### src/hsa_pkg.sv
// hsa_pkg: shared types and fixed-point constants for the hsl saturation adjust block
// no dependencies; imported by hsa_front, hsa_gain, hsa_mix and hsl_saturation_adjust

package hsa_pkg;

    // q16 fixed point one
    localparam logic [16:0] ONE_Q16 = 17'h10000;

    // saturation divider: (d << 16) / den, den up to 255, quotient up to 65536
    localparam int unsigned S_DW = 8;
    localparam int unsigned S_QW = 17;

    // gain divider: 2^32 / base, base in 257..65536, quotient below 2^24
    localparam int unsigned A_DW = 17;
    localparam int unsigned A_QW = 24;
    // 2^32 split as top part (2^32 >> A_QW) and zero low bits
    localparam logic [A_DW-1:0] A_REM_INIT = 17'd256;
    localparam logic [A_QW-1:0] A_LOW_INIT = 24'd0;

    // setting limits in percent
    localparam logic signed [7:0] SAT_MAX = 8'sd100;
    localparam logic signed [7:0] SAT_MIN = -8'sd100;

    // |p| * 65536 / 100 computed as (|p| * INC_RECIP) >> INC_SHIFT, exact for |p| <= 100
    localparam logic [23:0] INC_RECIP = 24'd10737419;
    localparam int unsigned INC_SHIFT = 14;

    // register stages from the accept edge to the edge that takes the result: front, both dividers, gain, mix
    localparam int unsigned LATENCY = 45;

    typedef struct packed {
        logic [7:0] red;
        logic [7:0] green;
        logic [7:0] blue;
        logic [8:0] sum;   // max + min
        logic       grey;  // max == min
    } t_pix;

    typedef struct packed {
        t_pix pix;
        logic neg;         // desaturate path
    } t_pix_neg;

endpackage

### src/hsa_mix.sv
// hsa_mix: per-channel multiply, q17 accumulate, truncate and clamp to byte
// depends on hsa_pkg

module hsa_mix import hsa_pkg::*; (
    input  logic            i_clk,
    input  logic            i_rst_n,
    input  logic            i_valid,
    input  t_pix_neg        i_side,
    input  logic [A_QW-1:0] i_quot,
    input  logic [16:0]     i_inc_mag,
    output logic            o_valid,
    output logic [7:0]      o_red,
    output logic [7:0]      o_green,
    output logic [7:0]      o_blue
);

    logic [7:0]         ch [3];
    logic [A_QW-1:0]    alpha, k;
    logic [16:0]        f;
    logic signed [9:0]  diff [3];
    logic signed [34:0] n_prod [3];
    logic [24:0]        n_basev [3];

    logic               r_vld1;
    logic signed [34:0] r_prod [3];
    logic [24:0]        r_basev [3];
    logic [7:0]         r_ch [3];
    logic               r_grey;

    logic signed [35:0] acc [3];
    logic [7:0]         n_out [3];

    logic               r_vld2;
    logic [7:0]         r_out [3];

    always_comb begin
        ch[0] = i_side.pix.red;
        ch[1] = i_side.pix.green;
        ch[2] = i_side.pix.blue;
        alpha = i_quot - A_QW'(ONE_Q16);
        f     = ONE_Q16 - i_inc_mag;
        k     = i_side.neg ? {{(A_QW-17){1'b0}}, f} : alpha;
        for (int i = 0; i < 3; i++) begin
            diff[i]    = $signed({1'b0, ch[i], 1'b0}) - $signed({1'b0, i_side.pix.sum});
            n_prod[i]  = diff[i] * $signed({1'b0, k});
            n_basev[i] = i_side.neg ? {i_side.pix.sum, 16'd0} : {ch[i], 17'd0};
        end
    end

    always_ff @(posedge i_clk) begin
        if (!i_rst_n) begin
            r_vld1 <= 1'b0;
            r_vld2 <= 1'b0;
        end else begin
            r_vld1 <= i_valid;
            r_vld2 <= r_vld1;
        end
    end

    always_ff @(posedge i_clk) begin
        for (int i = 0; i < 3; i++) begin
            r_prod[i]  <= n_prod[i];
            r_basev[i] <= n_basev[i];
            r_ch[i]    <= ch[i];
        end
        r_grey <= i_side.pix.grey;
    end

    // grey pixels pass through; otherwise floor of q17, negative to zero, overflow to full scale
    always_comb begin
        for (int i = 0; i < 3; i++) begin
            acc[i] = $signed({11'd0, r_basev[i]}) + {r_prod[i][34], r_prod[i]};
            if (r_grey) begin
                n_out[i] = r_ch[i];
            end else if (acc[i][35]) begin
                n_out[i] = 8'd0;
            end else if (|acc[i][34:25]) begin
                n_out[i] = 8'd255;
            end else begin
                n_out[i] = acc[i][24:17];
            end
        end
    end

    always_ff @(posedge i_clk) begin
        for (int i = 0; i < 3; i++) begin
            r_out[i] <= n_out[i];
        end
    end

    assign o_valid = r_vld2;
    assign o_red   = r_out[0];
    assign o_green = r_out[1];
    assign o_blue  = r_out[2];

endmodule

### config.mk
export PLATFORM = sky130hd
export DESIGN_NAME = hsa_mix
export DESIGN_NICKNAME = d
export VERILOG_FILES = /design/src/hsa_pkg.sv /design/src/hsa_mix.sv
export SDC_FILE = /design/constraint.sdc
export NUM_CORES = 2
export LEC_CHECK = 0
export BUFFER_PORTS_ARGS = -buffer_cell sky130_fd_sc_hd__buf_2
export CORE_UTILIZATION = 62
export CTS_BUF_LIST = sky130_fd_sc_hd__clkbuf_4 sky130_fd_sc_hd__clkbuf_8
export DETAILED_ROUTE_END_ITERATION = 10
export HOLD_SLACK_MARGIN = 0.06
export PLACE_DENSITY = 0.84
export SLEW_MARGIN = 30
export SYNTH_ARGS = -nofsm -noshare
export SYNTH_HDL_FRONTEND = slang
export SYNTH_SLANG_ARGS = --single-unit
### constraint.sdc
create_clock -name i_clk -period 11.8 [get_ports i_clk]
set_input_delay 2.36 -clock i_clk [delete_from_list [all_inputs] [get_ports i_clk]]
set_output_delay 2.36 -clock i_clk [all_outputs]
set_load 0.03 [all_outputs]
==> metrics.txt <==
routed vias/inst 5.95; initial antenna violation count 0; pre-CTS WS 1420 ps; Worst Setup SP i_side[2]; Distinct cells, synth 77; Core Util, Final 66.9%; Routed WL per cell 19.6 um; hold buffer count at CTS 0; clk_lat worst skew 550 ps; status complete, no violations; maxcap violations 0; f_max 99.7 MHz; root buf cell clkbuf_8; Slew headroom 22.0%; clk buf depth 2; Area contributors post-synth fa_1 (37%), ha_1 (14%), dfxtp_1 (9.2%); RD Place Congestion 1.01; DRC 0; Initial Util 63.2%; clk slew on worst S/H paths 90 ps; die height 218 um; unrepaired setup endpoints after global routing no; cts bufs inserted 17; first-pass GRT wire length 127,000 um; crit-path max cell delay 550 ps; post-synth top area cell fa_1; CTS tree built; Hold WS 439 ps; Post-synth EDFFs 0; final wirelength 78,800 um; Worst Setup Slack, final 1770 ps; vias 23,900; final hold vios 0; Hold/Removal Path Class flip-flop to flip-flop; Worst Setup EP r_prod[0][99]$_DFF_P_; Sink Count 133; Resize count post-CTS 0; cell repeated most along the worst path fa_1; reg2reg end r_out[0][11]$_DFF_P_; HPWL after DPL 62,400 um; most frequent cells in the layout inv_1 (703), fa_1 (527), nand2_1 (428), ha_1 (321), nor2_1 (274); CP endpoint kind flip-flop; global route overflow 0; share of the synthesized area in the top cell type 36.7%; Syn. warnings 0; worst r2r src r_basev[0][41]$_SDFF_PN0_; Seq/Total Area, Yosys 9.25%; Worst R2R Setup Slack 7790 ps; post-route ant nets 0; clock period minus worst slack 10,030 ps; Setup-failing EPs final 0; ys flop type dfxtp_1; input/output buffers 103; Core Area 45,600 um^2; Max FO, Critical Path 21; Mapped Area 28,800 um^2; flops & latches, synth 133; Worst EP arrival 10,440 ps; Post-CTS Setup Bufs 0; DR pass1 iterations 6; Crit Path Class primary input to flip-flop; Avg Cell Area, Syn 8.62 um^2; clk_skew 47.2 ps; fin. max-slew vios 0; Fill cells 3,495; Gate Count Post-Synth 3,341; fin nets 4,330; largest net degree at the start of global routing 57; Worst Tran Pin Value 1160 ps; row count 78; initial detailed-routing violation count 2,388; startpoint types primary input; most common cell after layout, fill and taps aside inv_1; Synth Net Count 4,271; Worst Path Required 12,210 ps; Slowest cell on crit path fa_2; area delta synth->final 5.90%; die area 47,300 um^2; Reg2Reg Depth 11; DIE WIDTH 218 um; final worst path period share 85.0%; Overall Global Routing Usage 35.0%; IO Pins 104; vias in the first global route 24,700; TNS Setup 0 ps; share of cells above drive strength 1 7.62%; H-tree levels 4; asr flop ratio synth 0%
-- sequential cells by signal, indices dropped and copies added, names as in the netlist --
| register | flops |
|---|---|
| r_prod | 57 |
| r_ch | 24 |
| r_out | 24 |
| r_vld1 | 1 |
| r_basev | 25 |
| r_grey | 1 |
| o_valid | 1 |
-- kinds of logic after synthesis --
family                     share of synthesized area [%]
AOI/OAI and AO/OA                                   7.67
buffers and inverters                               10.8
muxes                                               1.47
xor gates and xnor gates                            3.83
and+or+nand+nor                                     16.3
adders and majority gates                           50.7
DFF                                                 9.25
-- area by class of cell --
| class | count | area [um^2] | share of cell area, % |
|---|---|---|---|
| inverters | 704 | 2640 | 8.67 |
| multi-input cells | 2394 | 23100 | 75.9 |
| clock buffers | 17 | 234 | 0.767 |
| flip-flops and latches | 133 | 2660 | 8.73 |
| repair buffers | 150 | 871 | 2.86 |
| diodes | 1 | 2.50 | 0.00821 |
| well taps | 600 | 751 | 2.46 |
| clock inverters | 15 | 186 | 0.611 |
-- per-layer routing --
metal	share of wire [%]	global-route usage, %
met1	35	41.9
met2	44	54.2
met3	11	7.74
met4	9.9	28.5
met5	0.017	0
-- synth_stat cells, types with 45 or more instances --
master / count
nand2b_1: 45
dfxtp_1: 133
fa_1: 528
a21o_1: 51
ha_1: 323
nor3_1: 67
nor2_1: 276
xnor2_1: 83
o21ai_0: 92
nand2_1: 428
inv_1: 703
clkbuf_1: 85
a21oi_1: 70
-- worst max-delay path, delay by kind of cell --
family | cells | cell delay (ps)
adder cells (fa/ha/maj) | 7 | 3240
AND/OR/NAND/NOR | 4 | 280
AO/OA/AOI/OAI | 13 | 3290
XOR/XNOR | 1 | 150
buffers and inverters | 6 | 1090
-- worst min-delay path by stage --
stage | from | slack, ps | cells after the start | endpoint
after floorplan | r_ch[0][0]$_DFF_P_ | 410 | 2 | r_out[0][0]$_DFF_P_
after global placement | r_ch[0][10]$_DFF_P_ | 410 | 2 | r_out[0][10]$_DFF_P_
after detailed placement | r_ch[0][1]$_DFF_P_ | 420 | 2 | r_out[0][1]$_DFF_P_
after CTS | r_ch[0][1]$_DFF_P_ | 440 | 2 | r_out[0][1]$_DFF_P_
after global routing | r_ch[0][4]$_DFF_P_ | 460 | 2 | r_out[0][4]$_DFF_P_
final | r_ch[0][4]$_DFF_P_ | 440 | 2 | r_out[0][4]$_DFF_P_
-- metrics by stage --
step | cell area [um^2] | std cells
after floorplan | 28800 | 3341
after global placement | 30000 | 3981
after detailed placement | 30000 | 3981
after CTS | 30400 | 4013
after global routing | 30500 | 4013
final | 30500 | 4014
Power is not shown: default switching activity piles up to over one toggle a cycle in this logic, so the estimate is an artifact.
