## config.mk

```make
export PLATFORM = sky130hd
export DESIGN_NAME = hsa_divider
export DESIGN_NICKNAME = d
export VERILOG_FILES = /design/src/hsa_divider.sv
export SDC_FILE = /design/constraint.sdc
export NUM_CORES = 1
export LEC_CHECK = 0
export ABC_AREA = 1
export BUFFER_PORTS_ARGS = -buffer_cell sky130_fd_sc_hd__buf_4
export CAP_MARGIN = 20
export CORE_ASPECT_RATIO = 1.2
export CORE_MARGIN = 3
export CORE_UTILIZATION = 45
export CTS_BUF_LIST = sky130_fd_sc_hd__clkbuf_8
export DETAILED_ROUTE_END_ITERATION = 10
export GPL_ROUTABILITY_DRIVEN = 1
export PLACE_DENSITY_LB_ADDON = 0.08
export SETUP_SLACK_MARGIN = 0.3
export SYNTH_ARGS = -nofsm -noshare
export SYNTH_HDL_FRONTEND = slang
export SYNTH_SLANG_ARGS = --single-unit
export TNS_END_PERCENT = 5
```

## constraint.sdc

```tcl
create_clock -name i_clk -period 2.74 [get_ports i_clk]
set_clock_uncertainty 0.1 [all_clocks]
set_input_delay 0.548 -clock i_clk [delete_from_list [all_inputs] [get_ports i_clk]]
set_output_delay 0.548 -clock i_clk [all_outputs]
set_load 0.01 [all_outputs]
```

## src/hsa_divider.sv

```systemverilog
// hsa_divider: pipelined restoring divider, one quotient bit per register stage
// standalone; dividend given as top part (below divisor) and QW low bits

module hsa_divider #(
    parameter int unsigned DW = 8,
    parameter int unsigned QW = 17,
    parameter int unsigned SW = 34
) (
    input  logic          i_clk,
    input  logic          i_rst_n,
    input  logic          i_valid,
    input  logic [DW-1:0] i_divisor,
    input  logic [DW-1:0] i_rem,
    input  logic [QW-1:0] i_low,
    input  logic [SW-1:0] i_side,
    output logic          o_valid,
    output logic [QW-1:0] o_quot,
    output logic [SW-1:0] o_side
);

    logic          r_vld  [QW];
    logic [DW-1:0] r_rem  [QW];
    logic [QW-1:0] r_dq   [QW];
    logic [DW-1:0] r_div  [QW];
    logic [SW-1:0] r_side [QW];

    for (genvar g = 0; g < QW; g++) begin : g_stage
        logic          p_vld;
        logic [DW-1:0] p_rem, p_div;
        logic [QW-1:0] p_dq;
        logic [SW-1:0] p_side;
        logic [DW:0]   t, diff;
        logic          ge;
        logic [DW-1:0] n_rem;
        logic [QW-1:0] n_dq;

        if (g == 0) begin : g_first
            assign p_vld  = i_valid;
            assign p_rem  = i_rem;
            assign p_div  = i_divisor;
            assign p_dq   = i_low;
            assign p_side = i_side;
        end else begin : g_next
            assign p_vld  = r_vld[g-1];
            assign p_rem  = r_rem[g-1];
            assign p_div  = r_div[g-1];
            assign p_dq   = r_dq[g-1];
            assign p_side = r_side[g-1];
        end

        // shift in the next dividend bit, subtract when it fits
        always_comb begin
            t     = {p_rem, p_dq[QW-1]};
            diff  = t - {1'b0, p_div};
            ge    = (t >= {1'b0, p_div});
            n_rem = ge ? diff[DW-1:0] : t[DW-1:0];
            n_dq  = {p_dq[QW-2:0], ge};
        end

        always_ff @(posedge i_clk) begin
            if (!i_rst_n) begin
                r_vld[g] <= 1'b0;
            end else begin
                r_vld[g] <= p_vld;
            end
        end

        always_ff @(posedge i_clk) begin
            r_rem[g]  <= n_rem;
            r_dq[g]   <= n_dq;
            r_div[g]  <= p_div;
            r_side[g] <= p_side;
        end
    end

    assign o_valid = r_vld[QW-1];
    assign o_quot  = r_dq[QW-1];
    assign o_side  = r_side[QW-1];

endmodule

```

==> out/metrics.csv, run 1 <==
stage,metric,value,unit
final_layout,multi_input_area,8100,sq um
clock_tree,cts_inserted_buffers,167,
detailed_routing,wire_per_inst,11.7,um
final_layout,final_cells,4356,
synth,syn-cell-area,32600,sq um
placement,dpl.hpwl,35.5,mm
placement,numPortBuffers,121,
run_status,outcome,"complete, no violations",
pwr,p_sw_frac,0.305,
min_path,holdCritStartpoint,r_side[0][18],
placement,place_congestion,0.886,
clock_tree,cts_setup_buffers,0,
clock_tree,cts_tree,done,
critical_path,slowest_stage,dfxtp_1,
critical_path,r2r_start,r_div[0][66],
final_layout,final_nets,3532,
critical_path,cp_cell_sequence,buf_4,
clock_tree,cts.clk_slew.worst_paths,0.06,ns
pwr,p_int,0.0309,W
run,cap_violations,0,
critical_path,crit_buf_inv,1,
critical_path,worstReg2RegEnd,r_rem[0][77],
pwr,p_switching,0.0136,W
synth,synth_seq_cells,1140,
floorplan,core_area,71400,sq um
floorplan,die_x,252,um
synth,synth_cell_types,32,
timing,slew_violations,0,
placement,pre_cts_slack,0.602,ns
pwr,power_density,1150,nW/um^2
synth,syn-num-nets,3194,
detailed_routing,drt-pass1-iter-count,5,
pwr,p_seq_frac,0.458,
clock_tree,cts.sinks,1140,
final_layout,register_area,22800,sq um
timing,setup-tns-final,0,ns
critical_path,cp_max_fo,1,
detailed_routing,vias,18900,
critical_path,end_kind,output port,
detailed_routing,drt_iter0_markers,709,
pwr,combPwrFrac,0.239,
critical_path,crit_required,2.09,ns
critical_path,ff2ff_path_depth,10,
critical_path,crit_type,reg -> out,
final_layout,drive_gt1_frac,0.145,
critical_path,start_kind,register,
timing,hold_viol,0,
min_path,worstHoldEndpoint,r_side[0][52],
timing,period_minus_slack,1.99,ns
timing,worst_pin_slew,0.508,ns
critical_path,cp.arrival,1.34,ns
detailed_routing,drc,0,
global_route,grt_overflow,0,
synth,avgSynthCellArea,11.0,sq um
timing,max_freq,503,MHz
timing,relSlewSlack,0.661,
critical_path,cp.depth,1,
global_route,grt_pass1_wl,86.3,mm
detailed_routing,routed_wirelength,51.0,mm
clock_tree,clockRootBuffer,clkbuf_8,
clock_tree,clkLatencyLatePin,0.79,ns
clock_tree,htreeDepth,4,
placement,place_inst,3998,
floorplan,ios,122,
critical_path,max_stage_delay,0.40,ns
clock_tree,cts_buffer_depth,3,
timing,rsz0062_at_grt,no,
critical_path,reg2reg_slack,0.77,ns
detailed_routing,ant_nets,0,
floorplan,die_h,301,um
timing,post-route-period-util,0.725,
final_layout,final_core_util,0.542,
floorplan,start_util,0.457,
detailed_routing,via_per_inst,4.33,
timing,final.setup.worst_slack,0.753,ns
final_layout,n_fill_cell,6232,
synth,synthCells,2972,
global_route,grt_max_degree,18,
floorplan,rows,107,
min_path,min_path_type,reg -> reg,
synth,synthFlopType,dfxtp_1,
min_path,holdPathStages,0,
global_route,grt_pass1_vias,19400,
timing,setup_violations,0,
critical_path,cp_top_family,flip-flops,
synth,seq_area_frac_synth,0.700,
global_route,grt_antenna_before_repair,2,
pwr,power.total,0.0445,W
synth,synth_edf_count,0,
final_layout,syn2layout_area_growth,18.5,%
pwr,peakVddDrop,0.569,mV
floorplan,die_area,75800,sq um
pwr,leakage,19.0,nW
synth,synthArstFlopShare,0,
pwr,pwr-share-clk,0.303,
global_route,gr-usage-all-layers,0.139,
synth,yosysWarnings,0,
## repair_timing
item / 4_1_cts / 5_1_grt
hold buffers: 69 / 0
resized for setup: 0 / 0
hold endpoints to repair: 83 / 0
## cell type report
| cell class | count | share of cell area |
|---|---|---|
| Clock buffer | 199 | 0.0709 |
| Clock inverter | 89 | 0.0185 |
| Multi-Input combinational cell | 1408 | 0.210 |
| Sequential cell | 1140 | 0.590 |
| Timing Repair Buffer | 190 | 0.0414 |
| Antenna cell | 1 | 0.0000647 |
| Tap cell | 926 | 0.0300 |
| Inverter | 403 | 0.0391 |
## per-layer routing
layer	wire length, um	share of wire	global-route usage
met4	2030	0.040	0.0805
met1	21200	0.42	0.148
met2	25200	0.49	0.247
met5	0	0	0
met3	2500	0.049	0.0389
## worst reg2reg max path, stage by stage (launching register included)
cell and delay (ns):
dfxtp_1 0.44, inv_1 0.07, ha_1 0.37, nand2_1 0.10
inv_1 0.06, nand3_1 0.11, nand3_1 0.11, nand2_2 0.21
nand2_4 0.14, nand2_1 0.10, nand2_1 0.06
## power groups by stage
stage / Sequential (W) / Clock, W / Combinational (W)
2_1_floorplan: 0.0204 / 0 / 0.00845
3_3_place_gp: 0.0207 / 0 / 0.0105
3_5_place_dp: 0.0207 / 0 / 0.0106
4_1_cts: 0.0204 / 0.0141 / 0.0107
5_1_grt: 0.0206 / 0.0148 / 0.0123
6_report: 0.0204 / 0.0134 / 0.0106
## cell usage after synthesis, types with 16 or more instances
cell type | count | area [sq um]
nand3_1 | 232 | 1160
dfxtp_1 | 1140 | 22800
nand4_1 | 32 | 200
inv_1 | 395 | 1480
ha_1 | 136 | 1700
nand2_2 | 81 | 507
a21oi_1 | 57 | 285
nand2_4 | 20 | 225
xnor2_1 | 19 | 166
nand2_1 | 639 | 2400
nor2_1 | 76 | 285
fa_1 | 16 | 320
xor2_1 | 29 | 254
## state kept, by name, summed over array words and instances (netlist names)
signal  cells
r_div     128
r_dq      289
r_vld      17
r_side    578
r_rem     128
## how the worst max path moves through the flow
stage,startpoint,to
final,r_side[2][7],o_side[7]
after global routing,r_div[0][22],r_rem[0][31]
after CTS,r_side[2][7],o_side[7]
after detailed placement,i_divisor[3],r_rem[0][6]
after global placement,i_divisor[3],r_rem[0][7]
after floorplan,i_divisor[3],r_rem[0][7]
## metrics by stage
stage,cell area [sq um],hold slack [ns]
after detailed placement,34500,0.212
final,38600,0.207
after floorplan,32600,0.210
after global routing,38600,0.137
after CTS,38600,0.0874
after global placement,34500,0.210
## cell families after synthesis
family          synth area share
xor+xnor                  0.0129
compound gates            0.0118
simple gates               0.162
buf+inv                   0.0522
flops                      0.700
fa+ha+maj                 0.0620
## placed cells by master (no fill, tap or decap), types with 32 or more instances in the layout
cell and count:
nand2_2 81, nor2_1 76, dfxtp_1 1140, clkbuf_8 199
a21oi_1 57, nand4_1 32, ha_1 136, inv_1 447
buf_4 121, dlygate4sd3_1 69, nand3_1 232, nand2_1 639
No activity file was read; power rests on OpenSTA's default activity.
==> inputs of run 2 (changes only) <==
==> constraint.sdc (replaced) <==
create_clock -name i_clk -period 1.92 [get_ports i_clk]
set_clock_uncertainty 0.1 [all_clocks]
set_input_delay 0.384 -clock i_clk [delete_from_list [all_inputs] [get_ports i_clk]]
set_output_delay 0.384 -clock i_clk [all_outputs]
set_load 0.01 [all_outputs]
==> run 2 against run 1 <==
Via count is 2.3% higher. Design area rose by 4.7%. Clock power up 44%. Non-clock buffer count grew 52. Register-to-register slack worse by 0.63 ns. Flip-flop and latch count is the same. Clock-buffer cell count increased by 3. Sequential power rose by 44%. Power up 50%. Die area is the same. Worst hold slack worse by 0.078 ns.
==> out/metrics.csv, run 2 (synthesis gave the netlist of run 1 again) <==
stage,metric,value,unit
final_layout,regMostFlops,r_side,
placement,place_inst,4010,
run,cap_violations,0,
critical_path,critPathMostFrequentCell,nand2_1,
detailed_routing,vias,19300,
global_route,gr-usage-all-layers,0.140,
final_layout,layout_common_cells,"1098 x dfxtp_1, 603 x nand2_1, 438 x inv_1, 223 x nand3_1, 202 x clkbuf_8",
final_layout,final_common_cell,dfxtp_1,
critical_path,slowest_stage,ha_1,
placement,place_congestion,0.879,
global_route,grt_antenna_before_repair,1,
timing,setup_violations,0,
clock_tree,clkLatencyLatePin,0.79,ns
pwr,power_density,1650,nW/um^2
critical_path,cp_cell_sequence,"inv_1, ha_1, nand2_1, nand2_1, a21oi_2, nand2_2, nand2_4, nand2_8, buf_4",
clock_tree,cts_buffer_depth,3,
timing,post-route-period-util,0.926,
floorplan,ios,122,
run_status,outcome,"complete, no violations",
final_layout,syn2layout_area_growth,24.1,%
placement,dpl.hpwl,35.1,mm
clock_tree,htreeDepth,4,
timing,max_freq,563,MHz
critical_path,end_kind,register,
floorplan,die_x,252,um
critical_path,crit_required,2.51,ns
clock_tree,clockRootBuffer,clkbuf_8,
floorplan,die_h,301,um
detailed_routing,drt-pass1-iter-count,6,
floorplan,core_area,71400,sq um
global_route,grt_overflow,0,
detailed_routing,via_per_inst,4.35,
placement,numPortBuffers,121,
timing,hold_viol,0,
timing,slew_violations,0,
final_layout,drive_gt1_frac,0.220,
global_route,grt_max_degree,18,
timing,period_minus_slack,1.78,ns
floorplan,rows,107,
global_route,grt_pass1_vias,19400,
final_layout,final_cells,4434,
clock_tree,cts_tree,done,
floorplan,start_util,0.457,
critical_path,crit_type,reg -> reg,
detailed_routing,routed_wirelength,53.7,mm
detailed_routing,wire_per_inst,12.1,um
final_layout,top_regs,"r_side x578, r_dq x289",
timing,relSlewSlack,0.755,
global_route,grt_pass1_wl,87.0,mm
min_path,min_path_type,in -> reg,
critical_path,max_stage_delay,0.36,ns
critical_path,cp.arrival,2.37,ns
pwr,leakage,19.5,nW
critical_path,cp_max_fo,9,
detailed_routing,drc,0,
critical_path,r2r_start,r_div[0][90],
critical_path,start_kind,register,
clock_tree,cts.sinks,1140,
clock_tree,cts_inserted_buffers,165,
critical_path,crit_start,r_div[0][90],
pwr,power.total,0.0667,W
detailed_routing,drt_iter0_markers,668,
final_layout,final_nets,3603,
pwr,peakVddDrop,0.848,mV
timing,worst_pin_slew,0.366,ns
timing,rsz0062_at_grt,yes,
detailed_routing,ant_nets,0,
final_layout,largest_reg_flops,578,
floorplan,die_area,75800,sq um
min_path,holdCritStartpoint,i_side[5],
clock_tree,cts.clk_slew.worst_paths,0.06,ns
run 2: cell count changes in the layout (fill, tap and decap cells not counted), sizes merged, moves of 4 or more:
cell,before,now
clkinvlp,5,1
nand2,746,759
nor2,92,96
buf,121,172
inv,453,463
run 2: what timing repair did:
item                       CTS  global route
cloned                       4            18
hold buffers                70             0
resized for setup           67           184
setup buffers               10            28
pin swaps                    9            51
setup endpoints to repair  187           194
hold endpoints to repair    84             0
run 2: area by class of cell:
class | count | area [sq um]
well taps | 926 | 1160
clock inverters | 91 | 713
flip-flops and latches | 1140 | 22900
inverters | 403 | 1520
clock buffers | 202 | 2780
diodes | 1 | 2.50
fillers | 6033 | 30900
multi-input cells | 1429 | 9360
repair buffers | 242 | 2070
run 2: layer usage:
metal  part of all wire  vias to the layer above  global-route usage
met5                  0                        -                   0
met2               0.51                      398               0.251
li1                   -                    10100                   -
met1               0.41                     8695               0.150
met4              0.038                        0              0.0720
met3              0.042                      162              0.0399
run 2: path summary, 6_finish.rpt:
path / to / slack [ns] / cells after the start
max reg2reg: r_dq[0][204] / 0.14 / 9
min: r_side[0][5] / 0.13 / 2
min reg2reg: r_side[1][242] / 0.21 / 0
max: r_dq[0][204] / 0.14 / 9
run 2: power by group:
group / internal [W] / switching, W / total (W)
sequential: 0.0276 / 0.00184 / 0.0294
combinational: 0.00760 / 0.0104 / 0.0180
clock: 0.0107 / 0.00853 / 0.0193
run 2: through the flow:
step	hold WS [ns]	setup WS [ns]	instance area, sq um	util	TNS, ns
floorplan	0.210	0.295	32700	-	0
global placement	0.210	-0.0200	34600	0.485	-0.0285
detailed placement	0.212	-0.0208	34600	0.485	-0.0258
CTS	0.0172	0.0566	39200	0.550	0
global route	0.0380	0.0283	40500	0.567	0
finish	0.129	0.143	40500	0.567	0
run 2: worst max-delay path, delay by kind of cell (launching register included):
kind	cells	cell delay, ns
flops	1	0.33
compound gates	1	0.17
fa+ha+maj	1	0.36
simple gates	5	0.52
buf+inv	2	0.20
