**src/hsa_pkg.sv**
```systemverilog
// hsa_pkg: shared types and fixed-point constants for the hsl saturation adjust block
// no dependencies; imported by hsa_front, hsa_gain, hsa_mix and hsl_saturation_adjust

package hsa_pkg;

    // q16 fixed point one
    localparam logic [16:0] ONE_Q16 = 17'h10000;

    // saturation divider: (d << 16) / den, den up to 255, quotient up to 65536
    localparam int unsigned S_DW = 8;
    localparam int unsigned S_QW = 17;

    // gain divider: 2^32 / base, base in 257..65536, quotient below 2^24
    localparam int unsigned A_DW = 17;
    localparam int unsigned A_QW = 24;
    // 2^32 split as top part (2^32 >> A_QW) and zero low bits
    localparam logic [A_DW-1:0] A_REM_INIT = 17'd256;
    localparam logic [A_QW-1:0] A_LOW_INIT = 24'd0;

    // setting limits in percent
    localparam logic signed [7:0] SAT_MAX = 8'sd100;
    localparam logic signed [7:0] SAT_MIN = -8'sd100;

    // |p| * 65536 / 100 computed as (|p| * INC_RECIP) >> INC_SHIFT, exact for |p| <= 100
    localparam logic [23:0] INC_RECIP = 24'd10737419;
    localparam int unsigned INC_SHIFT = 14;

    // register stages from the accept edge to the edge that takes the result: front, both dividers, gain, mix
    localparam int unsigned LATENCY = 45;

    typedef struct packed {
        logic [7:0] red;
        logic [7:0] green;
        logic [7:0] blue;
        logic [8:0] sum;   // max + min
        logic       grey;  // max == min
    } t_pix;

    typedef struct packed {
        t_pix pix;
        logic neg;         // desaturate path
    } t_pix_neg;

endpackage

```
**src/hsa_front.sv**
```systemverilog
// hsa_front: channel max/min, lightness sum and saturation divider operands
// depends on hsa_pkg

module hsa_front import hsa_pkg::*; (
    input  logic            i_clk,
    input  logic            i_rst_n,
    input  logic            i_valid,
    input  logic [7:0]      i_red,
    input  logic [7:0]      i_green,
    input  logic [7:0]      i_blue,
    output logic            o_valid,
    output t_pix            o_pix,
    output logic [S_DW-1:0] o_den,
    output logic [S_DW-1:0] o_rem,
    output logic [S_QW-1:0] o_low
);

    logic [7:0] mx, mn, d;
    logic [8:0] sum, den_hi;
    logic [7:0] den;

    logic       r_vld;
    t_pix       r_pix;
    logic [7:0] r_d;
    logic [7:0] r_den;

    always_comb begin
        mx = i_red;
        mn = i_red;
        if (i_green > mx) mx = i_green;
        if (i_blue  > mx) mx = i_blue;
        if (i_green < mn) mn = i_green;
        if (i_blue  < mn) mn = i_blue;
        d      = mx - mn;
        sum    = {1'b0, mx} + {1'b0, mn};
        den_hi = 9'd510 - sum;
        den    = (sum < 9'd255) ? sum[7:0] : den_hi[7:0];
    end

    always_ff @(posedge i_clk) begin
        if (!i_rst_n) begin
            r_vld <= 1'b0;
        end else begin
            r_vld <= i_valid;
        end
    end

    always_ff @(posedge i_clk) begin
        r_pix.red   <= i_red;
        r_pix.green <= i_green;
        r_pix.blue  <= i_blue;
        r_pix.sum   <= sum;
        r_pix.grey  <= (d == 8'd0);
        r_d         <= d;
        r_den       <= den;
    end

    // dividend d * 2^16: top part d >> 1 is below den, the rest is shifted in
    assign o_valid = r_vld;
    assign o_pix   = r_pix;
    assign o_den   = r_den;
    assign o_rem   = {1'b0, r_d[7:1]};
    assign o_low   = {r_d[0], 16'd0};

endmodule

```
**config.mk**
```make
export PLATFORM = sky130hd
export DESIGN_NAME = hsa_front
export DESIGN_NICKNAME = d
export VERILOG_FILES = /design/src/hsa_pkg.sv /design/src/hsa_front.sv
export SDC_FILE = /design/constraint.sdc
export NUM_CORES = 1
export LEC_CHECK = 0
export BUFFER_PORTS_ARGS = -buffer_cell sky130_fd_sc_hd__buf_4
export CORE_MARGIN = 2
export CORE_UTILIZATION = 45
export CTS_CLUSTER_SIZE = 10
export DETAILED_ROUTE_END_ITERATION = 7
export PLACE_DENSITY = 0.72
export SYNTH_ARGS = -nofsm -noshare
export SYNTH_HDL_FRONTEND = slang
export SYNTH_SLANG_ARGS = --single-unit
```
**constraint.sdc**
```tcl
create_clock -name i_clk -period 16.4 [get_ports i_clk]
set_clock_uncertainty 0.1 [all_clocks]
set_input_delay 3.28 -clock i_clk [delete_from_list [all_inputs] [get_ports i_clk]]
set_output_delay 3.28 -clock i_clk [all_outputs]
set_load 0.005 [all_outputs]
```
==> impl_results.md, run 1 <==
* First-pass DRT Iterations at 4
* Initial Utilization at between 40% and 50%
* Largest net degree at the start of global routing at 16
* Pwr Density at between 100 and 150 nW/um2
* Multi-input gate area in the final layout at approximately 1800 um2
* Core ar. at 6386 um2
* Critical Path Source Type: input port
* DRC viols at 0
* Ys async rst share at 0%
* Crit Path Class: in2reg
* Filler Cells Inserted at roughly 570
* Post-route setup TNS at 0 ns
* Synth-to-layout area growth at 22.98%
* Post-CTS Setup Inserts at 0
* Grt ovf at 0
* Mapped Cells at 310
* Top Family by Delay on Critical Path: compound AO/OA/AOI/OAI gates
* Post-synth EDFFs at 0
* Leak at around 1.8 nW
* Slew HR at a little under half
* HPWL Detailed at about 5100 um
* Crit-path max FO at 13
* # IOs at 95
* Reg clk slew, reported paths at around 0.090 ns
* Period utilisation layout at roughly 54%
* Highest Clock Rate at 113.3 MHz
* Hold Path Class: in2reg
* Synth Flop Type: dfxtp_1
* Worst slack, placed at ~7.3 ns
* Post-CTS Resized at 0
* Number of max-slew violations in the final report at 0
* Max VDD drop at a little over 0.1 mV
* Initial antenna violation count at 0
* Slew @ Worst Pin at 0.8043 ns
* Die Height at 85.66 um
* Seq pwr share at between 30% and 40%
* Final WL at about 6000 um
* Final Hold Vio Count at 0
* WP data arrival at between 8 and 9 ns
* Met2 Usage GRT at between 20 and 30%
* CTS Sinks at a little under 50
* Final setup viols at 0
* Commonest non-fill, non-tap cells in the layout: 77 x buf_4, 49 x dfxtp_1, 37 x ha_1
* Seq cells post-synth at 49
* GPL Wtd Cong at approximately 0.84
* Mapped cell area at 3000 um2
* Max clock buf depth at 2
* Hold-fix buffers, CTS at 0
* Sequential area share after synthesis at 32.69%
* RSZ-0062 raised after global routing: no
* Most common cell after layout, fill and taps aside: buf_4
* Sw Pwr at 0.1778 mW
* P_int at 0.3268 mW
* Layout cells sized above 1 at 28.87%
* Gr busiest metal: met2
* Die Span X at between 80 and 90 um
* Fin cells at between 400 and 500
* Inst Count DP at around 460
* Worst Setup End Kind: flop
* Sequential Area at approximately 980 um2
* Status: finished clean
* Detail Route Antenna Nets at 0
* Rows at 29
* Nets at between 400 and 500
* WL per Instance at ~13 um
* CTS buffer count at 5
* GRT Total Usage at between 15 and 20%
* Number of buffers and inverters on the critical path at 3
* Clock Tree Root: clkbuf_8
* Met1 usage at between 20 and 25%
* Vias in the first global route at about 2,200
* CTS tree: built
* Util after Layout at ~58%
* Synth Warn # at 0
* Total number of vias at 2,330
* Via-to-Cell Ratio at roughly 5
* Max-cap viol count at 0
* Post-synthesis area per instance at a little under 10 um2
* IO Port Bufs at 77
* Slowest stage cell, crit path: fa_1
* Antenna diodes at 0
* DR iter-0 viols at 86
* Final worst slack at ~7.6 ns
* Critical Path RT at around 17 ns
* Global-route wire length before repair at 9777 um
* Logic gate share of total power at approximately half
* Max stage delay on crit path at around 0.42 ns
* H-tree Lvls at 2
* Number of library cell types mapped by synthesis at 56
* Die Area at roughly 7300 um2
* Final Power at between 0.5 and 0.6 mW
* Min Tclk post-route at 8.826 ns
* Clock Power Share at 17.5%
* Met3 Use GR at around 4.3%
* Sw Share at 35.23%
-- final timing paths --
kind | startpoint | to | slack (ns) | cells past startpoint
min | i_red[1] | o_pix[27]$_DFF_P_ | 2.98 | 1
max | i_red[1] | o_den[2]$_DFF_P_ | 7.57 | 29
-- area by class of cell --
type	count	share of cell area, %
clock buffer	6	2.238
sequential	49	26.59
inverter	28	2.848
multi-input combinational	226	49.03
clock inverter	2	1.017
tap	77	2.611
timing repair buffer	77	15.67
-- layer usage --
layer,part of all wire (%),wire [um]
met1,44,2644
met3,7.3,440
met2,48,2883
met5,0,0
met4,0.78,47
-- cell families after synthesis --
kind of cell    Yosys count  share of synthesized area (%)
compound gates           67                          16.10
simple gates             60                          10.80
buf+inv                  51                          9.008
flops                    49                          32.69
fa+ha+maj                39                          16.76
mux                      30                          10.72
xor+xnor                 13                          3.795
other cells               1                         0.1250
-- flip-flops by register name (all words and copies together) (netlist names) --
name and flops:
o_den 7, o_pix 33, o_valid 1, r_d 8
-- power groups by stage --
| stage | Clock (mW) | Sequential, mW | Combinational (mW) |
|---|---|---|---|
| final | 0.0884 | 0.163 | 0.253 |
| after global routing | 0.0958 | 0.166 | 0.282 |
| after CTS | 0.0920 | 0.164 | 0.255 |
| after detailed placement | 0 | 0.167 | 0.254 |
| after global placement | 0 | 0.166 | 0.247 |
| after floorplan | 0 | 0.170 | 0.163 |
-- synth_stat cells (2+ instances only) --
cell	instances	area, um2
mux2i_1	22	220.2
xnor2_1	10	87.58
and2_1	3	18.77
a31o_2	2	17.52
o21a_1	2	15.01
mux2_4	3	45.04
nor3_1	3	15.01
a21o_1	3	22.52
a221o_1	2	20.02
a21oi_1	22	110.1
inv_2	2	7.510
a31oi_1	2	12.51
inv_1	26	97.59
nor2_1	23	86.33
a21oi_2	3	26.28
o211ai_1	2	15.01
nor2b_1	3	18.77
o21ai_1	4	20.02
fa_1	2	40.04
o2111ai_1	3	26.28
dfxtp_1	49	980.9
clkbuf_1	2	7.510
buf_4	19	142.6
xor2_1	3	26.28
mux2_2	5	56.30
nor2_4	2	22.52
nand3_1	4	20.02
nand2_1	11	41.29
o21bai_1	5	37.54
ha_1	37	462.9
o21ai_0	3	15.01
o21ai_2	3	26.28
and3_1	2	12.51
-- stage by stage --
stage	hold slack [ns]	instance area [um2]
after detailed placement	3.298	3570
after CTS	2.969	3690
after global routing	2.963	3690
final	2.982	3690
after global placement	3.294	3570
after floorplan	3.208	3060
Note: power is estimated with default switching activity, not from simulation.
==> run 2: changes to the inputs <==
--- a/config.mk
+++ b/config.mk
@@ -5,12 +5,13 @@
 export SDC_FILE = /design/constraint.sdc
 export NUM_CORES = 1
 export LEC_CHECK = 0
+export ABC_AREA = 1
 export BUFFER_PORTS_ARGS = -buffer_cell sky130_fd_sc_hd__buf_4
 export CORE_MARGIN = 2
 export CORE_UTILIZATION = 45
 export CTS_CLUSTER_SIZE = 10
 export DETAILED_ROUTE_END_ITERATION = 7
-export PLACE_DENSITY = 0.72
+export PLACE_DENSITY = 0.75
 export SYNTH_ARGS = -nofsm -noshare
 export SYNTH_HDL_FRONTEND = slang
 export SYNTH_SLANG_ARGS = --single-unit
==> constraint.sdc (replaced) <==
create_clock -name i_clk -period 7.41 [get_ports i_clk]
set_clock_uncertainty 0.1 [all_clocks]
set_input_delay 1.482 -clock i_clk [delete_from_list [all_inputs] [get_ports i_clk]]
set_output_delay 1.482 -clock i_clk [all_outputs]
set_load 0.005 [all_outputs]
==> run 2 against run 1 <==
Routed wire length increased by 1.6%. Critical path depth rose by 5. Critical path type unchanged. Combinational power rose by 140%. Count of clock-buffer cells in the layout shrank 1. Largest cell class unchanged. Largest power group unchanged. Via count grew 13%. Die area up 0.88%. Global-route usage up 1.1 points. First-iteration DRC count is 27% lower. Non-clock buffer count grew 2. Area after synthesis increased by 0.92%. Hold slack got worse by 1.8 ns. Sequential cell count stayed put.
==> impl_results.md, run 2 <==
* Max-cap viol count at 0 (unchanged)
* Final worst slack at 1.023 ns (-6.551 ns)
* Post-synth EDFFs at 0 (unchanged)
* Global-route wire length before repair at 10,460 um (+7.0%)
* Synth Warn # at 0 (unchanged)
* Critical Path RT at 7.52 ns (-9.03 ns)
* Min Hold Slack at 1.195 ns (-1.786 ns)
* Final WL at 6110 um (+1.6%)
* Die Height at 86.03 um (+0.44%)
* Critical Path Source Type: input port
* Final Hold Vio Count at 0 (unchanged)
* Number of library cell types mapped by synthesis at 33 (-41%)
* Pwr Density at 321.4 nW/um2 (+140%)
* IO Port Bufs at 77 (unchanged)
* Post-CTS Resized at 0 (unchanged)
* Post-route setup TNS at 0 ns (unchanged)
* Worst Setup End Kind: flop
* Layout cells sized above 1 at 20.88% (-8.0 points)
* Via-to-Cell Ratio at 4.746 (-5.3%)
* Max clock buf depth at 2 (unchanged)
* Mapped cell area at 3028 um2 (+0.92%)
* Worst slack, placed at 0.7538 ns (-6.572 ns)
* Crit-path max FO at 15 (+2)
* Min Tclk post-route at about 6.4 ns
* HPWL Detailed at 5222 um (+2.8%)
* Status: finished clean
* Max stage delay on crit path at 0.44 ns (+0.02 ns)
* Reg clk slew, reported paths at 0.09 ns (about the same)
* Commonest non-fill, non-tap cells in the layout: 103 x nand2_1, 79 x buf_4, 59 x inv_1
* Final setup viols at 0 (unchanged)
* Hold Crit Depth at 1 (unchanged)
* Total number of vias at 2,639 (+13%)
* Hold-fix buffers, CTS at 0 (unchanged)
* Ys async rst share at 0% (unchanged)
* RSZ-0062 raised after global routing: no
* Number of flip-flops in the largest register at 33 (unchanged)
* Synth-to-layout area growth at 22.93% (about the same)
* GPL Wtd Cong at 0.8584 (+2.5%)
* Vias in the first global route at 2,483 (+12%)
* CTS tree: built
* Highest Clock Rate at ~160 MHz
* Filler Cells Inserted at 617 (+8.1%)
* Slew @ Worst Pin at 0.5787 ns (-0.2256 ns)
* First-pass DRT Iterations at 7 (+3)
* Max VDD drop at 0.1182 mV (+16%)
* Die Area at 7401 um2 (+0.88%)
* Top cells by area, synth: dfxtp_1 32%, ha_1 15%, nand2_1 13%
* Dpl cell area at 3588 um2 (+0.53%)
* Hold Path Class: in2reg
* Clock Tree Root: clkbuf_8
* Rows at 29 (unchanged)
* Synth Flop Type: dfxtp_1
* # IOs at 95 (unchanged)
* Number of max-slew violations in the final report at 0 (unchanged)
* Post-synthesis area per instance at 7.495 um2 (-23%)
* Antenna diodes at 0 (unchanged)
* Grt ovf at 0 (unchanged)
* H-tree Lvls at 2 (unchanged)
* WP data arrival at 6.49 ns (-2.48 ns)
* CTS Sinks at 49 (unchanged)
* Crit Path Class: in2reg
* Most common cell after layout, fill and taps aside: nand2_1
* Leak at 2.062 nW (+13%)
* Core ar. at 6422 um2 (+0.57%)
* GRT Total Usage at 17.47% (+1.1 points)
* Initial Utilization at 47.15% (+0.16 points)
* Most frequent CP cell: nand2_1
* Slew HR at 61.01% (+15 points)
* Synth area leader: dfxtp_1
* Seq cells post-synth at 49 (unchanged)
* Period utilisation layout at a little under nine tenths
* Post-CTS Setup Inserts at 0 (unchanged)
* CTS buffer count at 5 (unchanged)
* Initial antenna violation count at 0 (unchanged)
* Most common cell in the synthesized netlist: nand2_1
* DR iter-0 viols at 63 (-27%)
* WL per Instance at 10.99 um (-15%)
* Mapped Cells at 404 (+30%)
* Detail Route Antenna Nets at 0 (unchanged)
* Largest net degree at the start of global routing at 23 (+7)
* DRC viols at 0 (unchanged)
* Yosys top cell area share at 32.40% (-0.30 points)
* Nets at 544 (+20%)
* Sequential area share after synthesis at 32.40% (-0.30 points)
* Util after Layout at 57.96% (+0.18 points)
* Slowest stage cell, crit path: fa_1
* Cell area after layout at 3722 um2 (+0.88%)
* Die Span X at 86.03 um (+0.44%)
* Post-synth top cells: 103 x nand2_1, 59 x inv_1, 49 x dfxtp_1
run 2: power breakdown:
group / internal [mW] / total, mW / switching (mW)
registers: 0.344 / 0.364 / 0.0197
logic: 0.270 / 0.612 / 0.343
clock network: 0.134 / 0.220 / 0.0860
run 2: layer usage:
layer	track usage, %	vias up	routed length, um	share of wire (%)
li1	-	1384	-	-
met1	20.47	1147	2664	44
met2	30.51	94	2879	47
met3	4.331	14	411	6.7
met4	6.782	0	155	2.5
met5	0	-	0	0
run 2: logic make-up after synthesis:
group / count (synthesis) / share of synthesized area, %
and+or+nand+nor: 161 / 22.44
buffers and inverters: 88 / 13.68
AOI/OAI and AO/OA: 52 / 9.959
DFF: 49 / 32.40
adders and majority gates: 39 / 16.61
xor gates and xnor gates: 14 / 4.794
other: 1 / 0.1238
run 2: path summary, 6_finish.rpt:
path                  startpoint           endpoint
worst max-delay path    i_red[7]   o_den[6]$_DFF_P_
worst min-delay path    i_red[4]  o_pix[30]$_DFF_P_
run 2: area by class of cell:
| type | count | area (um2) | area share, % |
|---|---|---|---|
| clock buffers | 5 | 68.82 | 1.849 |
| inverters | 60 | 225.2 | 6.050 |
| repair buffers | 79 | 593.1 | 15.93 |
| clock inverters | 3 | 65.06 | 1.748 |
| multi-input cells | 283 | 1693 | 45.48 |
| flip-flops and latches | 49 | 980.9 | 26.35 |
| well taps | 77 | 96.34 | 2.588 |
run 2: critical path: cells and delay by family:
family,cells,cell delay (ns)
and+or+nand+nor,21,2.69
adders and majority gates,4,1.24
xor gates and xnor gates,1,0.28
buffers and inverters,6,0.39
AOI/OAI and AO/OA,2,0.41
run 2: per-stage QoR:
step / power, mW / std cells
final: 1.196 / 556
after floorplan: 0.7897 / 420
after detailed placement: 0.9900 / 548
after global routing: 1.303 / 556
after CTS: 1.213 / 556
after global placement: 0.9694 / 548
