<file path="src/hsa_pkg.sv">
// hsa_pkg: shared types and fixed-point constants for the hsl saturation adjust block
// no dependencies; imported by hsa_front, hsa_gain, hsa_mix and hsl_saturation_adjust

package hsa_pkg;

    // q16 fixed point one
    localparam logic [16:0] ONE_Q16 = 17'h10000;

    // saturation divider: (d << 16) / den, den up to 255, quotient up to 65536
    localparam int unsigned S_DW = 8;
    localparam int unsigned S_QW = 17;

    // gain divider: 2^32 / base, base in 257..65536, quotient below 2^24
    localparam int unsigned A_DW = 17;
    localparam int unsigned A_QW = 24;
    // 2^32 split as top part (2^32 >> A_QW) and zero low bits
    localparam logic [A_DW-1:0] A_REM_INIT = 17'd256;
    localparam logic [A_QW-1:0] A_LOW_INIT = 24'd0;

    // setting limits in percent
    localparam logic signed [7:0] SAT_MAX = 8'sd100;
    localparam logic signed [7:0] SAT_MIN = -8'sd100;

    // |p| * 65536 / 100 computed as (|p| * INC_RECIP) >> INC_SHIFT, exact for |p| <= 100
    localparam logic [23:0] INC_RECIP = 24'd10737419;
    localparam int unsigned INC_SHIFT = 14;

    // register stages from the accept edge to the edge that takes the result: front, both dividers, gain, mix
    localparam int unsigned LATENCY = 45;

    typedef struct packed {
        logic [7:0] red;
        logic [7:0] green;
        logic [7:0] blue;
        logic [8:0] sum;   // max + min
        logic       grey;  // max == min
    } t_pix;

    typedef struct packed {
        t_pix pix;
        logic neg;         // desaturate path
    } t_pix_neg;

endpackage

</file>
<file path="src/hsa_gain.sv">
// hsa_gain: setting clamp and q16 increment, divisor selection for the gain divider
// depends on hsa_pkg

module hsa_gain import hsa_pkg::*; (
    input  logic            i_clk,
    input  logic            i_rst_n,
    input  logic [7:0]      i_sat,
    input  logic            i_valid,
    input  t_pix            i_pix,
    input  logic [S_QW-1:0] i_sq,
    output logic            o_valid,
    output t_pix_neg        o_side,
    output logic [A_DW-1:0] o_base,
    output logic [16:0]     o_inc_mag
);

    logic signed [7:0] p;
    logic [6:0]        mag;
    logic [30:0]       inc_prod;
    logic [17:0]       inc_plus_s;
    logic [A_DW-1:0]   n_base;

    logic              r_neg;
    logic [16:0]       r_inc_mag;
    logic              r_vld;
    t_pix_neg          r_side;
    logic [A_DW-1:0]   r_base;

    always_comb begin
        p = $signed(i_sat);
        if (p < SAT_MIN) p = SAT_MIN;
        if (p > SAT_MAX) p = SAT_MAX;
        mag      = p[7] ? 7'(-p) : p[6:0];
        inc_prod = 31'({24'd0, mag} * {7'd0, INC_RECIP});
    end

    // user keeps setting fixed while items flow (unenforced); settles before use
    always_ff @(posedge i_clk) begin
        if (!i_rst_n) begin
            r_neg     <= 1'b0;
            r_inc_mag <= 17'd0;
        end else begin
            r_neg     <= p[7];
            r_inc_mag <= inc_prod[INC_SHIFT +: 17];
        end
    end

    // grey and desaturate items never use the quotient: feed a harmless divisor
    always_comb begin
        inc_plus_s = {1'b0, r_inc_mag} + {1'b0, i_sq};
        if (r_neg || i_pix.grey) begin
            n_base = ONE_Q16;
        end else if (inc_plus_s >= {1'b0, ONE_Q16}) begin
            n_base = i_sq;
        end else begin
            n_base = ONE_Q16 - r_inc_mag;
        end
    end

    always_ff @(posedge i_clk) begin
        if (!i_rst_n) begin
            r_vld <= 1'b0;
        end else begin
            r_vld <= i_valid;
        end
    end

    always_ff @(posedge i_clk) begin
        r_side.pix <= i_pix;
        r_side.neg <= r_neg;
        r_base     <= n_base;
    end

    assign o_valid   = r_vld;
    assign o_side    = r_side;
    assign o_base    = r_base;
    assign o_inc_mag = r_inc_mag;

endmodule

</file>
<file path="config.mk">
export PLATFORM = sky130hd
export DESIGN_NAME = hsa_gain
export DESIGN_NICKNAME = d
export VERILOG_FILES = /design/src/hsa_pkg.sv /design/src/hsa_gain.sv
export SDC_FILE = /design/constraint.sdc
export NUM_CORES = 1
export LEC_CHECK = 0
export BUFFER_PORTS_ARGS = -buffer_cell sky130_fd_sc_hd__buf_2
export CAP_MARGIN = 20
export CELL_PAD_IN_SITES_DETAIL_PLACEMENT = 0
export CELL_PAD_IN_SITES_GLOBAL_PLACEMENT = 1
export CORE_MARGIN = 1
export CORE_UTILIZATION = 41
export DETAILED_ROUTE_END_ITERATION = 10
export PLACE_DENSITY_LB_ADDON = 0.05
export SETUP_SLACK_MARGIN = 0.4
export SLEW_MARGIN = 20
export SYNTH_ARGS = -nofsm -noshare
export SYNTH_HDL_FRONTEND = slang
export SYNTH_SLANG_ARGS = --single-unit
</file>
<file path="constraint.sdc">
create_clock -name i_clk -period 8.25 [get_ports i_clk]
set_input_delay 0.4125 -clock i_clk [delete_from_list [all_inputs] [get_ports i_clk]]
set_output_delay 0.4125 -clock i_clk [all_outputs]
set_load 0.1 [all_outputs]
</file>
==> results.yml, run 1 <==
final_layout:
  multi_input_area_um2: 3920
  drive_above_1_share_pct: 21.7
  fill_cells: 1345
  final_area_um2: 6800
  syn_to_final_growth_pct: 20.2
  register_area_um2: 1420
  nNetsFinal: 941
  diodes: 0
place:
  port_buffers: 131
  placed_cell_area_um2: 6510
  gp_congestion: 0.918
  post-dp-hpwl_um: 11400
  dpl_worst_slack_ns: 0.804
routing:
  drt-initial-drc-count: 185
  routed_wl_um: 13500
  drc_errors: 0
  wl_per_cell_um: 14.5
  postRouteAntennaNets: 0
  vias: 4676
  drt-pass1-iter-count: 4
  via_per_inst: 5.01
synthesis:
  yosys.area.top_type: "dfxtp_1"
  yosys_warnings: 0
  synth_seq_cells: 71
  synth_commonest_cells: "ha_1, inv_1, dfxtp_1"
  ys_seq_area_share_pct: 25.1
  synth-async-reset-ratio_pct: 0
  yosys.area.top_type_share_pct: 25.1
  synth_most_common_cell: "ha_1"
  synth_nets: 808
  synth_top_cells_by_area: "dfxtp_1, ha_1, fa_1"
  syn_avg_cell_area_um2: 9.14
  synth_area_um2: 5660
  synth_edf_count: 0
  synth_cell_types: 55
  ys.flop_type: "dfxtp_1"
  syn_inst: 619
clock_tree:
  cts_setup_buffers: 0
  cts_made_buffers: 9
  cts.htree.levels: 3
  ctsHoldBuffers: 0
  ctsResizeCount: 0
  cts_tree: "done"
  clock_latency_ns: 0.33
  cts.clk_slew.worst_paths_ns: 0.06
  numClockSinks: 71
  clock_path_buffers: 2
  root_buffer: "clkbuf_16"
sta:
  layout_setup_ws_ns: 1.15
  max_freq_mhz: 141
  rsz0062_at_grt: "no"
  fin_skew_ns: 0.00662
  setup_viol_count_final: 0
  tightestPinTransition_ns: 0.842
  hold_violations: 0
  period_needed_ns: 7.10
  hold_slack_ns: 0.170
  maxSlewHeadroom_pct: 43.7
  tns_ns: 0
  finalMaxSlewViolations: 0
  finalCritPeriodShare_pct: 86.0
worst_setup_path:
  r2r_setup_slack_ns: 5.93
  cp_max_fo: 12
  critPathTopFamily: "adder cells"
  required_ns: 8.51
  arrival_ns: 7.36
  critPathKind: "in2reg"
  crit_slowest_cell: "fa_1"
  r2r_start: "o_inc_mag[2]"
  worst_path_largest_cell_delay_ns: 0.54
  reg2reg_to: "o_base[5]"
  cp-end-kind: "flip-flop"
  cpMostUsedCell: "fa_1"
  cp.depth: 26
  r2r_cells: 9
  path_buf_inv: 4
  startpoint: "i_sat[3]"
  critPathCapture: "o_inc_mag[15]"
  worstSetupStartpointType: "input port"
global_route:
  grt_pass1_wl_um: 21900
  antenna_found_initial: 0
  track_usage_pct: 19.5
  grt_pass1_vias: 4577
  overflow: 0
  grt_max_degree: 28
floorplanning:
  rows: 42
  initial_core_util_pct: 42.4
  coreArea_um2: 13300
  die_area_um2: 14300
  die_width_um: 119
  io_pins: 132
  die_y_um: 119
outcome:
  status: "completed"
job:
  drv_cap: 0
worst_hold_path:
  min_path_type: "in2reg"
## state kept, by name, summed over array words and instances, names as in the netlist
signal     count
o_valid        1
o_inc_mag     17
r_neg          1
o_base        17
o_side        35
## worst reg2reg max path: stages (launching register included)
cell and delay, ns:
dfxtp_1 0.46, ha_1 0.30, a21oi_1 0.14, a21oi_1 0.08, a211oi_1 0.23, o21ai_0 0.20
a21oi_2 0.16, buf_4 0.31, mux2i_1 0.27, nor2_1 0.06
## cells by family after synthesis
logic type / count (synthesis) / share of synthesized area [%]
buffers and inverters: 85 / 5.71
AND/OR/NAND/NOR: 168 / 15.3
flip-flops: 71 / 25.1
AO/OA/AOI/OAI: 117 / 13.5
adder cells (fa/ha/maj): 127 / 31.9
multiplexers: 26 / 4.60
XOR/XNOR: 25 / 3.87
## layout make-up
cell class | count | area share, %
well taps | 176 | 3.24
flip-flops and latches | 71 | 20.9
clock buffers | 9 | 3.31
inverters | 73 | 4.03
clock inverters | 7 | 0.939
multi-input cells | 463 | 57.6
repair buffers | 134 | 9.98
## metrics by stage
| step | util (%) | std cells |
|---|---|---|
| final | 50.9 | 933 |
| after CTS | 50.9 | 933 |
| after global routing | 50.9 | 933 |
| after global placement | 48.8 | 917 |
| after floorplan | - | 619 |
| after detailed placement | 48.8 | 917 |
## layout by cell type (no fill, tap or decap), types with 3 or more instances in the layout
cell type	netlist	routed
o21a_1	5	5
nand4_1	8	8
fa_1	29	29
buf_2	3	131
nand2b_1	10	10
inv_1	73	73
and2_1	11	11
a311oi_1	3	3
o21bai_1	4	4
buf_4	0	3
a31oi_1	5	5
nand3_1	7	7
a211oi_1	8	8
nand2_1	44	44
or3_1	3	3
nor2b_1	3	3
nor3_1	10	10
mux2i_1	26	26
xnor2_1	14	14
a21oi_1	36	35
o21ai_0	22	22
clkbuf_16	0	9
nor2_1	46	46
and4_1	3	3
a21boi_0	4	4
xor2_1	11	11
ha_1	98	98
and3_1	9	9
dfxtp_1	71	71
a21o_1	10	10
## worst min path at each step
stage / startpoint / slack (ns) / endpoint / depth (start not counted)
2_1_floorplan: r_neg / 0.32 / o_side[0] / 0
3_3_place_gp: r_neg / 0.36 / o_side[0] / 0
3_5_place_dp: r_neg / 0.34 / o_side[0] / 0
4_1_cts: i_pix[12] / 0.15 / o_side[13] / 1
5_1_grt: i_pix[4] / 0.15 / o_side[5] / 1
6_report: i_pix[12] / 0.17 / o_side[13] / 1
## metal layers
layer,vias to the layer above,part of all wire (%),GRT usage (%)
met2,97,49,34.1
met4,0,2.2,6.64
met1,2148,45,23.6
met3,20,3.5,3.98
li1,2411,-,-
met5,-,0,0
Power of run 1 is not shown: default switching activity piles up to over one toggle a cycle in this logic, so the estimate is an artifact.
==> inputs of run 2 (changes only) <==
Settings changed: CELL_PAD_IN_SITES_DETAIL_PLACEMENT 0 to not set, CELL_PAD_IN_SITES_GLOBAL_PLACEMENT 1 to not set, CORE_UTILIZATION 41 to 50, SKIP_CTS_REPAIR_TIMING set to 1.
Clock period 8.25 ns to 6.04 ns, I/O delays scaled along.
==> results.yml, run 2 (same netlist as run 1, synthesis figures left out) <==
outcome:
  status: "completed"
final_layout:
  most-common-layout-cells: "buf_2, ha_1, dfxtp_1, inv_1, nor2_1"
  largest_reg_flops: 35
  diodes: 0
  layout_commonest_cell: "buf_2"
  nNetsFinal: 969
  drive_above_1_share_pct: 31.8
  syn_to_final_growth_pct: 30.0
sta:
  finalMaxSlewViolations: 0
  tns_ns: 0
  period_needed_ns: 5.58
  rsz0062_at_grt: "yes"
  maxSlewHeadroom_pct: 50.8
  max_freq_mhz: 179
  finalCritPeriodShare_pct: 92.3
  hold_violations: 0
  setup_viol_count_final: 0
  fin_skew_ns: 0.00991
  tightestPinTransition_ns: 0.736
worst_setup_path:
  r2r_setup_slack_ns: 3.44
  cp_max_fo: 6
  r2r_cells: 7
  reg2reg_to: "o_base[14]"
  r2r_start: "o_inc_mag[9]"
  cp-end-kind: "flip-flop"
  critPathKind: "in2reg"
  arrival_ns: 5.84
  worstSetupStartpointType: "input port"
  required_ns: 6.30
worst_hold_path:
  min_path_cells: 1
  holdPathEnd: "o_side[7]"
  hold_start: "i_pix[6]"
  min_path_type: "in2reg"
clock_tree:
  clock_path_buffers: 2
  root_buffer: "clkbuf_16"
  clock_latency_ns: 0.33
  cts_tree: "done"
  cts_made_buffers: 9
  numClockSinks: 71
  cts.htree.levels: 3
  cts.clk_slew.worst_paths_ns: 0.06
global_route:
  antenna_found_initial: 0
  grt_pass1_vias: 4877
  overflow: 0
  track_usage_pct: 25.8
  grt_max_degree: 28
  grt_pass1_wl_um: 23500
routing:
  via_per_inst: 5.32
  drc_errors: 0
  drt-initial-drc-count: 327
  wl_per_cell_um: 15.6
  routed_wl_um: 14500
  drt-pass1-iter-count: 4
  postRouteAntennaNets: 0
  vias: 4919
floorplanning:
  initial_core_util_pct: 51.7
  coreArea_um2: 10900
  io_pins: 132
  die_y_um: 108
  die_area_um2: 11700
  rows: 38
  die_width_um: 108
place:
  port_buffers: 131
  gp_congestion: 0.885
  post-dp-hpwl_um: 12200
job:
  drv_cap: 0
[run 2: cell count changes in the layout (fill, tap and decap cells not counted), sizes merged]
cell    previous run  this run
buf              134       162
bufinv             0         1
inv               77        74
clkbuf             9        10
[run 2: how the worst max path moves through the flow]
| stage | end | slack (ns) | cells past startpoint | startpoint |
|---|---|---|---|---|
| 6_report | o_inc_mag[11] | 0.46 | 26 | i_sat[3] |
| 5_1_grt | o_inc_mag[11] | 0.20 | 26 | i_sat[3] |
| 4_1_cts | o_inc_mag[11] | 0.38 | 27 | i_sat[6] |
| 3_5_place_dp | o_inc_mag[14] | 0.05 | 27 | i_sat[6] |
| 3_3_place_gp | o_inc_mag[14] | 0.11 | 27 | i_sat[6] |
| 2_1_floorplan | o_inc_mag[11] | 0.14 | 27 | i_sat[5] |
[run 2: critical path, cell delays in order]
cell      delay (ns)
buf_6           0.09
a311o_1         0.35
nand2_2         0.08
ha_4            0.21
nor2_4          0.09
nand2_2         0.09
a21oi_4         0.19
nand2_2         0.09
ha_4            0.17
a31oi_4         0.28
o21a_4          0.18
inv_4           0.04
fa_1            0.50
inv_2           0.06
fa_1            0.50
inv_1           0.05
fa_1            0.46
fa_1            0.56
ha_4            0.23
a211oi_2        0.21
o21ai_2         0.10
a21boi_2        0.12
o21ai_1         0.08
a31o_2          0.26
a311oi_2        0.31
mux2i_1         0.21
[run 2: metal layers]
layer	global-route usage [%]	up-vias	wire length, um	part of all wire (%)
met5	0	-	0	0
met4	7.53	0	182	1.3
met3	4.28	11	666	4.6
met2	46.1	125	7220	50
met1	31.8	2319	6390	44
li1	-	2464	-	-
[run 2: per-stage QoR]
step / utilization [%] / area [um^2] / cells / setup slack, ns / hold slack (ns)
after global placement: 62.4 / 6820 / 904 / 0.112 / 0.332
after CTS: 65.1 / 7120 / 919 / 0.381 / 0.0635
after global routing: 67.2 / 7350 / 924 / 0.203 / 0.0610
after floorplan: - / 5870 / 619 / 0.142 / 0.323
after detailed placement: 62.4 / 6830 / 904 / 0.0506 / 0.340
final: 67.2 / 7350 / 924 / 0.464 / 0.0721
[run 2: final cells by class]
class                      count  area, um^2
multi-input combinational    463        4290
fill                         939        3580
sequential                    71        1420
timing repair buffer         162         905
inverter                      73         277
clock buffer                  10         229
tap                          140         175
clock inverter                 5        58.8
Power of run 2 is left out for the same reason.
==> inputs of run 3 (changes only) <==
Settings changed: GPL_TIMING_DRIVEN set to 0.
Clock period 6.04 ns to 5 ns, I/O delays scaled along.
==> results.yml, run 3 (same netlist as run 1, synthesis figures left out) <==
sta:
  maxSlewHeadroom_pct: 66.4
  fin_skew_ns: 0.00556
  hold_violations: 0
  layout_setup_ws_ns: -0.903
  tightestPinTransition_ns: 0.508
  period_needed_ns: 5.90
  finalMaxSlewViolations: 0
  setup_viol_count_final: 17
  tns_ns: -11.56
  max_freq_mhz: 169
  finalCritPeriodShare_pct: 118
  rsz0062_at_grt: "yes"
floorplanning:
  coreArea_um2: 10900
  io_pins: 132
  initial_core_util_pct: 51.7
  die_y_um: 108
  die_area_um2: 11700
  die_width_um: 108
  rows: 38
worst_setup_path:
  path_buf_inv: 5
  r2r_start: "o_inc_mag[2]"
  crit_slowest_cell: "fa_2"
  arrival_ns: 6.16
  critPathTopFamily: "adder cells"
  cp-end-kind: "flip-flop"
  r2r_cells: 10
  worst_path_largest_cell_delay_ns: 0.60
  cp_max_fo: 4
  reg2reg_to: "o_base[9]"
  critPathKind: "in2reg"
  required_ns: 5.25
  worstSetupStartpointType: "input port"
  r2r_setup_slack_ns: 2.40
place:
  post-dp-hpwl_um: 11200
  port_buffers: 130
  dpl_worst_slack_ns: -1.70
  gp_congestion: 0.884
  placed_cell_area_um2: 6780
routing:
  vias: 4892
  dr_wl_met3_um: 561
  drc_errors: 0
  drt-initial-drc-count: 273
  topRoutingLayerUsed: "met4"
  wl_met1_um: 6270
  wl_per_cell_um: 14.9
  dr_wl_met2_um: 7110
  drt-pass1-iter-count: 6
  routed_wl_um: 14100
  postRouteAntennaNets: 0
  via_per_inst: 5.18
final_layout:
  nNetsFinal: 989
  largest_reg_flops: 35
  diodes: 0
  most-common-layout-cells: "buf_2, ha_1, dfxtp_1, inv_1, nor2_1"
  drive_above_1_share_pct: 34.6
  layout_commonest_cell: "buf_2"
  syn_to_final_growth_pct: 36.6
  final_area_um2: 7720
clock_tree:
  clock_path_buffers: 2
  cts.clk_slew.worst_paths_ns: 0.06
  numClockSinks: 71
  clock_latency_ns: 0.32
  cts_made_buffers: 9
  cts.htree.levels: 3
  root_buffer: "clkbuf_16"
  cts_tree: "done"
global_route:
  grt_max_degree: 13
  grt_pass1_vias: 4484
  overflow: 0
  grt_pass1_wl_um: 21100
  antenna_found_initial: 0
  track_usage_pct: 23.1
outcome:
  status: "finished, violations left"
  violations: "setup timing"
worst_hold_path:
  holdPathEnd: "o_side[4]"
  min_path_type: "in2reg"
  hold_start: "i_pix[3]"
  min_path_cells: 1
job:
  drv_cap: 0
==> run 3: cell types whose count changed in the layout (fill, tap and decap cells not counted), moves of 3 or more <==
cell,change
buf_6,+4
a21oi_1,+3
buf_4,+6
clkbuf_1,+4
nor2_1,-3
nand2_1,-4
inv_2,+3
o21ai_1,+3
a21oi_2,-3
o21ai_0,-5
inv_1,-3
==> run 3: per-layer routing <==
metal	track usage, %	up-vias
li1	-	2504
met1	28.5	2247
met2	41.9	129
met3	2.59	12
met4	7.24	0
met5	0	-
==> run 3: worst register-to-register path, cell delays in order (launching register included) <==
cell	delay [ns]
dfxtp_1	0.45
ha_1	0.30
a21oi_1	0.15
a21oi_1	0.08
a211oi_1	0.22
o21ai_0	0.17
a21oi_1	0.14
buf_2	0.29
buf_2	0.36
mux2i_1	0.24
nor2_1	0.07
==> run 3: how the worst max path moves through the flow <==
stage          slack, ns  startpoint             to  cells past startpoint
2_1_floorplan      -0.85    i_sat[5]  o_inc_mag[11]                     27
3_3_place_gp       -1.63    i_sat[3]  o_inc_mag[15]                     26
3_5_place_dp       -1.70    i_sat[3]  o_inc_mag[15]                     26
4_1_cts            -1.37    i_sat[3]  o_inc_mag[15]                     26
5_1_grt            -1.14    i_sat[2]  o_inc_mag[15]                     27
6_report           -0.90    i_sat[2]  o_inc_mag[11]                     27
==> run 3: cell type report <==
cell class	count	area (um^2)
multi-input combinational	463	4430
fill	831	3210
clock inverter	5	108
buffer	12	92.6
sequential	71	1420
clock buffer	10	229
timing repair buffer	170	992
inverter	73	277
tap	140	175
==> run 3: through the flow <==
step	hold slack [ns]	instances	utilization, %
5_1_grt	0.00649	944	70.6
3_3_place_gp	0.335	889	62.0
2_1_floorplan	0.278	619	-
4_1_cts	0.00771	904	65.1
3_5_place_dp	0.340	889	62.0
6_report	0.0208	944	70.6
Power of run 3 is left out for the same reason.
